[src/ppp_pkg.sv]
package ppp_pkg;

    // Matrix store: rows 0, 1 and 3 of the view matrix, four columns each.
    localparam int ENTRIES = 12;
    localparam int COLS    = 4;
    localparam int ROWS    = 3;

    // Datapath widths.
    localparam int Q_W     = 32;   // Q16.16 word
    localparam int FRAC_W  = 16;   // fractional bits
    localparam int PROD_W  = 48;   // floored entry * coordinate product
    localparam int SUM_W   = 50;   // dot product sum
    localparam int MAG_W   = 49;   // magnitude of a dot product
    localparam int NUM_W   = 64;   // scale * magnitude
    localparam int DEN_W   = 50;   // 2 * |w|
    localparam int QUO_W   = 40;   // quotient bits produced by the divider
    localparam int HI_W    = NUM_W - (QUO_W - FRAC_W);
    localparam int DIV_LAT = QUO_W + 1;
    localparam int SCALE_W = 15;
    localparam int FIFO_DEPTH = 2;

    localparam logic signed [Q_W-1:0] S32_MAX = 32'sh7FFF_FFFF;
    localparam logic signed [Q_W-1:0] S32_MIN = 32'sh8000_0000;
    localparam logic signed [SUM_W-1:0] HALF_PIX = SUM_W'(32768);

    // Configuration register indexes.
    localparam logic REG_WIDTH  = 1'b0;
    localparam logic REG_HEIGHT = 1'b1;

    typedef enum logic {
        REQ_LOAD    = 1'b0,
        REQ_PROJECT = 1'b1
    } t_req;

    typedef struct packed {
        t_req                  req;
        logic [3:0]            idx;
        logic signed [Q_W-1:0] value;
        logic signed [Q_W-1:0] x;
        logic signed [Q_W-1:0] y;
        logic signed [Q_W-1:0] z;
    } t_op;

    // Per-item flags carried alongside the dividers.
    typedef struct packed {
        logic                  wz;
        logic                  cx_neg;
        logic                  cy_neg;
        logic signed [Q_W-1:0] dw;
    } t_side;

    // Saturate a wide signed value to the signed 32 bit range.
    function automatic logic signed [Q_W-1:0] sat32(input logic signed [SUM_W-1:0] v);
        logic [SUM_W-Q_W:0] top;
        top = v[SUM_W-1:Q_W-1];
        if (top == '0 || top == '1) begin
            return v[Q_W-1:0];
        end else if (v[SUM_W-1]) begin
            return S32_MIN;
        end else begin
            return S32_MAX;
        end
    endfunction

endpackage

[src/ppp_front.sv]
module ppp_front import ppp_pkg::*; (
    input  logic i_clk,
    input  logic i_rst_n,
    input  logic i_push,
    output logic o_full,
    input  t_op  i_op,
    output logic o_fifo_push,
    output t_op  o_fifo_op,
    input  logic i_fifo_full
);

    logic r_valid;
    logic n_valid;
    t_op  r_op;
    logic w_drop;
    logic w_leave;
    logic w_acc;

    // Loads to entries outside the store are dropped here.
    assign w_drop  = (r_op.req == REQ_LOAD) && (r_op.idx >= 4'(ENTRIES));
    assign w_leave = r_valid && (w_drop || !i_fifo_full);
    assign o_full  = r_valid && !w_leave;
    assign w_acc   = i_push && !o_full;

    assign o_fifo_push = r_valid && !w_drop && !i_fifo_full;
    assign o_fifo_op   = r_op;

    // Input stage holds one item until the queue takes it.
    always_comb begin
        n_valid = w_acc || (r_valid && !w_leave);
    end

    always_ff @(posedge i_clk) begin
        if (!i_rst_n) begin
            r_valid <= 1'b0;
        end else begin
            r_valid <= n_valid;
        end
    end

    always_ff @(posedge i_clk) begin
        if (w_acc) begin
            r_op <= i_op;
        end
    end

endmodule

[config.mk]
export PLATFORM = sky130hd
export DESIGN_NAME = ppp_front
export DESIGN_NICKNAME = d
export VERILOG_FILES = /design/src/ppp_pkg.sv /design/src/ppp_front.sv
export SDC_FILE = /design/constraint.sdc
export NUM_CORES = 1
export LEC_CHECK = 0
export ABC_AREA = 0
export BUFFER_PORTS_ARGS = -buffer_cell sky130_fd_sc_hd__buf_2
export CORE_MARGIN = 2
export CORE_UTILIZATION = 40
export DETAILED_ROUTE_END_ITERATION = 8
export PLACE_DENSITY = 0.78
export SYNTH_ARGS = -nofsm -noshare
export SYNTH_HDL_FRONTEND = slang
export SYNTH_SLANG_ARGS = --single-unit
[constraint.sdc]
create_clock -name i_clk -period 4.7 [get_ports i_clk]
set_input_delay 0.47 -clock i_clk [delete_from_list [all_inputs] [get_ports i_clk]]
set_output_delay 0.47 -clock i_clk [all_outputs]
set_load 0.05 [all_outputs]
==> flow_summary.ini <==
[outcome]
status = finished clean

[clock_tree]
cts_made_buffers = 17
clk_pin_slew_worst_paths_ns = 0.06
cts-root-buf = clkbuf_8
hold_buffers = 0
cts.sinks = 134
cts_buffer_depth = 2
cts_tree = built
cts_resized = 0
clk_latency_ns = 0.50
postCtsSetupRepairBufs = 0
htreeDepth = 4

[sta]
min_period_ns = 2.20
fmax_ghz = 0.454
drv_slew = 0
min_period_over_period = 0.469
setup_viol_count_final = 0
maxSlewHeadroom = 0.542
rsz0062_at_grt = false
tightest_slew_ns = 0.688
fin_hold_ws_ns = 0.145
setup_tns_ns = 0
hold_viol = 0
skew_ns = 0.00856
fin_ws_ns = 2.50

[setup_path]
cp_max_fo = 52
path_buf_inv = 1
critPathKind = flop to flop
rr_worst_depth = 3
cp.depth = 3
critical_path_required_ns = 4.83
cpPeakStageDelay_ns = 0.60
critPathCaptureType = flop
crit_family = compound AO/OA/AOI/OAI gates
critPathSlowestCell = o21a_4
cp-start-kind = flop
rrSetupSlack_ns = 2.50
critPathArrivalTime_ns = 2.33
crit_chain = and3b_2 -> o21a_4 -> buf_4

[route]
routed_via_density = 4.24
ant_nets = 0
dr.pass1.iters = 4
drt_wl_total_mm = 9.03
drt_iter0_drc = 99
wl_per_cell_um = 15.6
route.detailed.drc = 0
via_count = 2460

[global_route]
grt_max_degree = 53
track_usage = 0.166
antenna_found_initial = 0
grt-ovfl-total = 0
grt_pass1_vias = 2572
grt_pass1_wl_mm = 13.3

[logic_synthesis]
synthCells = 142
synth_fa_ha_area_frac = 0
yosys.area_share.simple = 0.00954
yosysSeqAreaShare = 0.987
synthMuxAreaShare = 0
yosysUniqueCellTypes = 9
synth_top_family_by_area = simple AND/OR/NAND/NOR gates
synth_nets = 279
ys_ff_latch = 134
syn_area_per_cell_um2 = 28.6
synth_area_um2 = 4070
ys_warn_count = 0
synth_compound_area_frac = 0.00308
synth_xor_xnor_area_share = 0

[layout]
final_util = 0.626
fin_nets = 571
drive_gt1_frac = 0.673
n_antenna_cell = 0
multi_input_area_um2 = 58.8
fillers = 760
register_area_um2 = 4010
layout_common_cells = buf_2, edfxtp_1, clkbuf_16, clkbuf_1
area_delta_synth_final_pct = 51.1
final_common_cell = buf_2

[die]
die_area_um2 = 11000
fp.dieW_um = 105
ios = 272
design.core.area_um2 = 9820
start_util = 0.414
die_h_um = 105
rows = 36

[power]
max-vdd-ir-drop_mv = 0.328
powerDensity_nw_per_um2 = 486
p_leak_nw = 2.66

[worst_hold_path]
min_path_type = input pin to flop
whs_path_depth = 1

[place]
hpwl_mm = 6.86
port_buffers = 271
dp_slack_ns = 2.43
place_congestion = 0.736

[job]
cap_viol_max_count = 0
## cell families after synthesis
logic type      count (synthesis)
compound gates                  2
flops                         134
simple gates                    6
## final cells by class
| type | instances | share of cell area |
|---|---|---|
| Timing Repair Buffer | 273 | 0.223 |
| Clock buffer | 27 | 0.0784 |
| Tap cell | 133 | 0.0271 |
| Sequential cell | 134 | 0.653 |
| Multi-Input combinational cell | 8 | 0.00957 |
| Clock inverter | 5 | 0.00815 |
## worst paths after layout
| check | startpoint | endpoint |
|---|---|---|
| hold / removal | i_op[34] | o_fifo_op[34] |
| setup reg to reg | o_fifo_op[132] | o_fifo_op[128] |
| setup / recovery | o_fifo_op[132] | o_fifo_op[128] |
| hold reg to reg | r_valid | r_valid |
## where the power goes
group          switching [mW]  leakage [nW]  total (mW)  internal, mW
combinational           0.317          1.10       0.404        0.0873
sequential             0.0170          1.30        1.42          1.40
clock                   0.423         0.264        1.16         0.740
## registers in the layout, summed over array words and instances (netlist names)
signal and flops:
o_fifo_op 133, r_valid 1
## metrics by stage
stage          power (mW)  instance area (µm²)  instances
3_3_place_gp         1.84                 5610        548
6_report             2.99                 6140        580
3_5_place_dp         1.85                 5610        548
4_1_cts              3.02                 6140        580
5_1_grt              3.09                 6140        580
2_1_floorplan        1.73                 4070        142
## metal layers
layer | track usage | vias to the layer above | wire length (µm)
met5 | 0 | - | 0
met4 | 0.0781 | 0 | 167
met3 | 0.0767 | 16 | 994
met2 | 0.279 | 166 | 4630
met1 | 0.177 | 1112 | 3240
li1 | - | 1166 | -
## synthesized netlist by cell type (all sizes together)
cell    instances  area [µm²]
o21a            1        7.51
nand3           1        5.00
o21ai           1        5.00
nand2           2        7.51
nor2            1        3.75
edfxtp        133        3990
and3b           1        10.0
nor3b           1        12.5
dfxtp           1        20.0
Power figures use the tool's default switching activity.
