File: config.mk
export PLATFORM = sky130hd
export DESIGN_NAME = ppp_fifo
export DESIGN_NICKNAME = d
export VERILOG_FILES = /design/src/ppp_pkg.sv /design/src/ppp_fifo.sv
export SDC_FILE = /design/constraint.sdc
export NUM_CORES = 1
export LEC_CHECK = 0
export BUFFER_PORTS_ARGS = -buffer_cell sky130_fd_sc_hd__buf_2
export CAP_MARGIN = 10
export CORE_ASPECT_RATIO = 1.5
export CORE_UTILIZATION = 45
export DETAILED_ROUTE_END_ITERATION = 7
export PLACE_DENSITY = 0.74
export SLEW_MARGIN = 25
export SYNTH_ARGS = -nofsm -noshare
export SYNTH_HDL_FRONTEND = slang
export SYNTH_SLANG_ARGS = --single-unit
File: constraint.sdc
create_clock -name i_clk -period 17.3 [get_ports i_clk]
set_input_delay 1.73 -clock i_clk [delete_from_list [all_inputs] [get_ports i_clk]]
set_output_delay 1.73 -clock i_clk [all_outputs]
set_load 0.1 [all_outputs]
File: src/ppp_pkg.sv
package ppp_pkg;

    // Matrix store: rows 0, 1 and 3 of the view matrix, four columns each.
    localparam int ENTRIES = 12;
    localparam int COLS    = 4;
    localparam int ROWS    = 3;

    // Datapath widths.
    localparam int Q_W     = 32;   // Q16.16 word
    localparam int FRAC_W  = 16;   // fractional bits
    localparam int PROD_W  = 48;   // floored entry * coordinate product
    localparam int SUM_W   = 50;   // dot product sum
    localparam int MAG_W   = 49;   // magnitude of a dot product
    localparam int NUM_W   = 64;   // scale * magnitude
    localparam int DEN_W   = 50;   // 2 * |w|
    localparam int QUO_W   = 40;   // quotient bits produced by the divider
    localparam int HI_W    = NUM_W - (QUO_W - FRAC_W);
    localparam int DIV_LAT = QUO_W + 1;
    localparam int SCALE_W = 15;
    localparam int FIFO_DEPTH = 2;

    localparam logic signed [Q_W-1:0] S32_MAX = 32'sh7FFF_FFFF;
    localparam logic signed [Q_W-1:0] S32_MIN = 32'sh8000_0000;
    localparam logic signed [SUM_W-1:0] HALF_PIX = SUM_W'(32768);

    // Configuration register indexes.
    localparam logic REG_WIDTH  = 1'b0;
    localparam logic REG_HEIGHT = 1'b1;

    typedef enum logic {
        REQ_LOAD    = 1'b0,
        REQ_PROJECT = 1'b1
    } t_req;

    typedef struct packed {
        t_req                  req;
        logic [3:0]            idx;
        logic signed [Q_W-1:0] value;
        logic signed [Q_W-1:0] x;
        logic signed [Q_W-1:0] y;
        logic signed [Q_W-1:0] z;
    } t_op;

    // Per-item flags carried alongside the dividers.
    typedef struct packed {
        logic                  wz;
        logic                  cx_neg;
        logic                  cy_neg;
        logic signed [Q_W-1:0] dw;
    } t_side;

    // Saturate a wide signed value to the signed 32 bit range.
    function automatic logic signed [Q_W-1:0] sat32(input logic signed [SUM_W-1:0] v);
        logic [SUM_W-Q_W:0] top;
        top = v[SUM_W-1:Q_W-1];
        if (top == '0 || top == '1) begin
            return v[Q_W-1:0];
        end else if (v[SUM_W-1]) begin
            return S32_MIN;
        end else begin
            return S32_MAX;
        end
    endfunction

endpackage

File: src/ppp_fifo.sv
module ppp_fifo import ppp_pkg::*; (
    input  logic i_clk,
    input  logic i_rst_n,
    input  logic i_push,
    input  t_op  i_op,
    output logic o_full,
    input  logic i_pop,
    output t_op  o_op,
    output logic o_empty
);

    localparam int PTR_W = $clog2(FIFO_DEPTH);

    t_op              r_mem [FIFO_DEPTH];
    logic [PTR_W-1:0] r_wr;
    logic [PTR_W-1:0] r_rd;
    logic [PTR_W:0]   r_cnt;
    logic [PTR_W-1:0] n_wr;
    logic [PTR_W-1:0] n_rd;
    logic [PTR_W:0]   n_cnt;
    logic             w_wr_en;
    logic             w_rd_en;

    assign o_full  = (r_cnt == (PTR_W+1)'(FIFO_DEPTH));
    assign o_empty = (r_cnt == '0);
    assign o_op    = r_mem[r_rd];
    assign w_wr_en = i_push && !o_full;
    assign w_rd_en = i_pop && !o_empty;

    // Pointer and count update.
    always_comb begin
        n_wr  = w_wr_en ? PTR_W'(r_wr + 1'b1) : r_wr;
        n_rd  = w_rd_en ? PTR_W'(r_rd + 1'b1) : r_rd;
        n_cnt = r_cnt + (PTR_W+1)'(w_wr_en) - (PTR_W+1)'(w_rd_en);
    end

    always_ff @(posedge i_clk) begin
        if (!i_rst_n) begin
            r_wr  <= '0;
            r_rd  <= '0;
            r_cnt <= '0;
        end else begin
            r_wr  <= n_wr;
            r_rd  <= n_rd;
            r_cnt <= n_cnt;
        end
    end

    always_ff @(posedge i_clk) begin
        if (w_wr_en) begin
            r_mem[r_wr] <= i_op;
        end
    end

endmodule

==> flow_metrics.env, run 1 <==
export IMPL_status="completed"
export IMPL_worstMarginPinSlew_ns=1.01
export IMPL_skew_ns=0.0166
export IMPL_critical_path_max_fanout=59
export IMPL_r2r_setup_slack_ns=14.49
export IMPL_cts_tree="done"
export IMPL_fmax_ghz=0.220
export IMPL_crit_path_end_kind="primary output"
export IMPL_cts_buffers=25
export IMPL_die_x_um=124
export IMPL_cp_start_kind="register"
export IMPL_cts_buffer_depth=3
export IMPL_grt_ovfl_total=0
export IMPL_synth_cell_types=18
export IMPL_viasPerCell=4.85
export IMPL_fin_crit_sh_pct=26.2
export IMPL_drive_gt1_share_pct=60.0
export IMPL_rows=66
export IMPL_port_buffers=271
export IMPL_cts_setup_buffers=0
export IMPL_slew_violations=0
export IMPL_ctsHtreeMaxLevel=1
export IMPL_rsz0062_at_grt="no"
export IMPL_synthesis_area_mm2=0.0101
export IMPL_core_mm2=0.0219
export IMPL_synth_fp_nets=580
export IMPL_final_antenna_net_count=0
export IMPL_placed_cell_area_mm2=0.0118
export IMPL_critPathKind="reg -> out"
export IMPL_grt_usage_pct=15.1
export IMPL_finalInstanceArea_mm2=0.0125
export IMPL_dp_final_hpwl_um=12300
export IMPL_max_cap_violations=0
export IMPL_gp_congestion=0.708
export IMPL_hold_class="reg -> reg"
export IMPL_antenna_found_initial=4
export IMPL_dieArea_mm2=0.0231
export IMPL_arrival_ns=2.81
export IMPL_wl_per_cell_um=17.7
export IMPL_routed_wirelength_um=18100
export IMPL_worst_skew_pair_late_latency_ns=0.51
export IMPL_grt_pass1_wl_um=27100
export IMPL_ys_ff_latch=271
export IMPL_avgSynthCellArea_um2=22.9
export IMPL_initial_core_util_pct=46.2
export IMPL_cts_sinks=271
export IMPL_first_pass_iters=4
export IMPL_die_y_um=186
export IMPL_syn2layout_area_growth_pct=24.0
export IMPL_fin_nets=868
export IMPL_clk_pin_slew_ns=0.06
export IMPL_drcViolationCount=0
export IMPL_fin_setup_tns_ns=0
export IMPL_grt_max_degree=75
export IMPL_first_iter_violations=177
export IMPL_via_count=4967
export IMPL_cts_resized_gates=0
export IMPL_ios=272
export IMPL_grt_pass1_vias=5436
export IMPL_cp_required_ns=15.57
export IMPL_period_minus_slack_ns=4.54
export IMPL_cts_root_buf="clkbuf_16"
export IMPL_max_slew_margin_pct=32.4
export IMPL_synthCells=441
export IMPL_ys_warn_count=0
export IMPL_seq_area_frac_synth_pct=80.0
export IMPL_hold_viol=0
export IMPL_cts_hold_buf=0
export IMPL_setup_viol=0
## synth_stat cells
cell	instances	area, um^2
and3_1	1	6.26
inv_1	3	11.3
mux2_2	63	709
mux2i_1	1	10.0
buf_2	6	30.0
mux2_4	70	1050
and2_1	2	12.5
ha_1	2	25.0
xor2_1	1	8.76
dfxtp_1	5	100
o21a_1	1	7.51
buf_6	9	101
nand2_1	2	7.51
xnor2_1	1	8.76
nand2b_1	2	12.5
nor2_1	5	18.8
nor3_1	1	5.00
edfxtp_1	266	7990
## metal layers
layer	GRT usage [%]	vias up	wire length (um)
li1	-	2329	-
met1	14.8	2432	6120
met2	29.4	172	10400
met3	4.20	34	1190
met4	6.65	0	442
met5	0	-	0
## through the flow
stage	utilization (%)	std cells	setup WS [ns]	hold slack, ns
after floorplan	-	441	9.32	0.455
after global placement	53.6	973	12.77	0.496
after detailed placement	53.7	974	13.22	0.521
after CTS	57.2	1019	12.66	0.535
after global routing	57.3	1023	12.58	0.541
final	57.3	1024	12.76	0.528
## cell families (layout without fill, tap and decap cells)
kind of cell / Yosys count / after routing / share of synthesized area (%)
multiplexers: 134 / 134 / 17.5
other: 0 / 5 / 0
AO/OA/AOI/OAI: 1 / 1 / 0.0743
flip-flops: 271 / 271 / 80.0
buffers and inverters: 18 / 324 / 1.41
AND/OR/NAND/NOR: 13 / 13 / 0.619
adder cells (fa/ha/maj): 2 / 2 / 0.247
XOR/XNOR: 2 / 2 / 0.173
## cell type report
| cell class | instances | area, um^2 |
|---|---|---|
| Sequential cell | 271 | 8090 |
| Multi-Input combinational cell | 152 | 1900 |
| Inverter | 3 | 11.3 |
| Fill cell | 1651 | 9350 |
| Timing Repair Buffer | 276 | 1410 |
| Clock buffer | 30 | 644 |
| Tap cell | 272 | 340 |
| Antenna cell | 5 | 12.5 |
| Clock inverter | 15 | 126 |
## cell usage in the layout (no fill, tap or decap), drive strengths merged
cell type / n
xnor2: 1
edfxtp: 266
buf: 276
dfxtp: 5
inv: 4
o21a: 1
xor2: 1
mux2i: 1
clkinvlp: 1
nand2: 2
bufinv: 2
nor2: 5
clkinv: 11
and2: 2
ha: 2
and3: 1
diode: 5
mux2: 133
nand2b: 2
nor3: 1
clkbuf: 30
## registers in the layout, summed over array words and instances, names as in the netlist, named ones only
signal / flops
r_cnt: 2
r_mem: 266
r_rd: 1
r_wr: 1
## worst paths after layout
check / depth (start not counted) / to / startpoint
max: 3 / o_op[63] / register
min: 2 / r_rd / r_rd
max reg2reg: 5 / r_mem[0][131] / r_cnt[0]
min reg2reg: 2 / r_rd / r_rd
## critical path, cell delays in order, from the launching register on
cell and delay, ns:
dfxtp_4 0.68, buf_4 0.82, mux2_4 0.29, buf_2 0.42
Power of run 1 is left out: the tool's default activity adds up to more than one toggle a clock period on the data nets, which glitch-free logic cannot reach.
==> run 2, diff against run 1 <==
- PLACE_DENSITY: 0.74 -> 0.77
- clock period: 17.3 -> 4.1 ns (I/O delays scaled with it)
==> run 2 against run 1 <==
Non-clock buffer count is 1 higher; register-to-register slack worse by 13 ns; clock skew is 0.0072 ns lower; core utilization is 0.25 points higher; global-route usage is 0.37 points higher; cell count stayed put; worst hold slack worse by 0.45 ns; sequential share of layout area is 0.28 points lower; wire length is 2.9% higher; critical path type unchanged; critical endpoint is now o_op[19]; highest routed layer is now met5.
==> flow_metrics.env, run 2 (same netlist as run 1, synthesis figures left out) <==
export IMPL_setup_viol=0
export IMPL_skew_ns=0.00938
export IMPL_critPathMaxStageDelay_ns=0.84
export IMPL_cts_resized_gates=0
export IMPL_cts_buffer_depth=3
export IMPL_cts_root_buf="clkbuf_16"
export IMPL_fmax_ghz=0.335
export IMPL_hold_class="in -> reg"
export IMPL_cts_setup_buffers=0
export IMPL_cp_slowest_cell="dfxtp_4"
export IMPL_grt_max_degree=74
export IMPL_critical_path_max_fanout=53
export IMPL_slew_violations=0
export IMPL_crit_family="flip-flops"
export IMPL_worst_skew_pair_late_latency_ns=0.51
export IMPL_core_mm2=0.0219
export IMPL_grt_usage_pct=15.5
export IMPL_ctsHtreeMaxLevel=1
export IMPL_via_count=4969
export IMPL_period_minus_slack_ns=2.98
export IMPL_routed_wirelength_um=18600
export IMPL_cp_required_ns=3.69
export IMPL_largest_register_ff_count=266
export IMPL_max_cap_violations=0
export IMPL_hold_viol=0
export IMPL_path_buf_inv=2
export IMPL_clk_pin_slew_ns=0.06
export IMPL_wl_per_cell_um=18.2
export IMPL_drcViolationCount=0
export IMPL_die_x_um=124
export IMPL_cts_tree="done"
export IMPL_whs_ns=0.0793
export IMPL_worstMarginPinSlew_ns=0.769
export IMPL_max_slew_margin_pct=48.7
export IMPL_register_area_mm2=0.00809
export IMPL_viasPerCell=4.85
export IMPL_syn2layout_area_growth_pct=24.5
export IMPL_dieArea_mm2=0.0231
export IMPL_fin_nets=869
export IMPL_multi_input_area_mm2=0.00190
export IMPL_initial_core_util_pct=46.2
export IMPL_drive_gt1_share_pct=59.7
export IMPL_final_cell_mix="buf_2 (271), edfxtp_1 (266), mux2_4 (70), mux2_2 (63), clkbuf_16 (25)"
export IMPL_gp_congestion=0.749
export IMPL_fin_crit_sh_pct=72.7
export IMPL_cts_sinks=271
export IMPL_largest_register="r_mem"
export IMPL_status="completed"
export IMPL_rsz0062_at_grt="no"
export IMPL_cts_buffers=25
export IMPL_path_cells="buf_4, mux2_2, buf_2"
export IMPL_mostFrequentLayoutCell="buf_2"
export IMPL_cts_hold_buf=0
export IMPL_grt_pass1_wl_um=27200
export IMPL_rows=66
export IMPL_first_pass_iters=4
export IMPL_fillCellCount=1644
export IMPL_dp_final_hpwl_um=12400
export IMPL_critPathKind="reg -> out"
export IMPL_cp_start_kind="register"
export IMPL_ios=272
export IMPL_port_buffers=271
export IMPL_fin_setup_tns_ns=0
export IMPL_reg_top3="r_mem: 266 flops, r_cnt: 2 flops"
export IMPL_grt_pass1_vias=5191
export IMPL_final_antenna_net_count=0
export IMPL_r2r_setup_slack_ns=1.85
export IMPL_antenna_found_initial=7
export IMPL_die_y_um=186
export IMPL_crit_path_end_kind="primary output"
export IMPL_first_iter_violations=239
export IMPL_grt_ovfl_total=0
export IMPL_arrival_ns=2.57
-- run 2: path summary, 6_finish.rpt --
kind	from	cells past startpoint	to
max	register	3	o_op[19]
min reg2reg	r_rd	2	register
min	i_op[79]	1	r_mem[1][79]
max reg2reg	r_cnt[0]	4	r_mem[0][48]
-- run 2: layout make-up --
cell class	count	share of cell area, %
Clock inverter	10	1.03
Timing Repair Buffer	277	11.4
Sequential cell	271	64.3
Multi-Input combinational cell	152	15.1
Clock buffer	34	5.32
Antenna cell	5	0.0994
Tap cell	272	2.70
Inverter	3	0.0894
-- run 2: layer usage --
metal	share of wire, %	track usage [%]
met1	34	15.6
met2	55	29.2
met3	7.5	4.60
met4	3.3	7.28
met5	0.12	0
-- run 2: per-stage QoR --
stage | instances | util, % | setup WS, ns | area, um^2
after floorplan | 441 | - | 1.09 | 10100
after global placement | 975 | 53.8 | 1.66 | 11800
after detailed placement | 975 | 53.8 | 1.61 | 11800
after CTS | 1019 | 57.5 | 1.05 | 12600
after global routing | 1023 | 57.5 | 0.987 | 12600
final | 1024 | 57.5 | 1.12 | 12600
Power of run 2 is left out for the same reason.
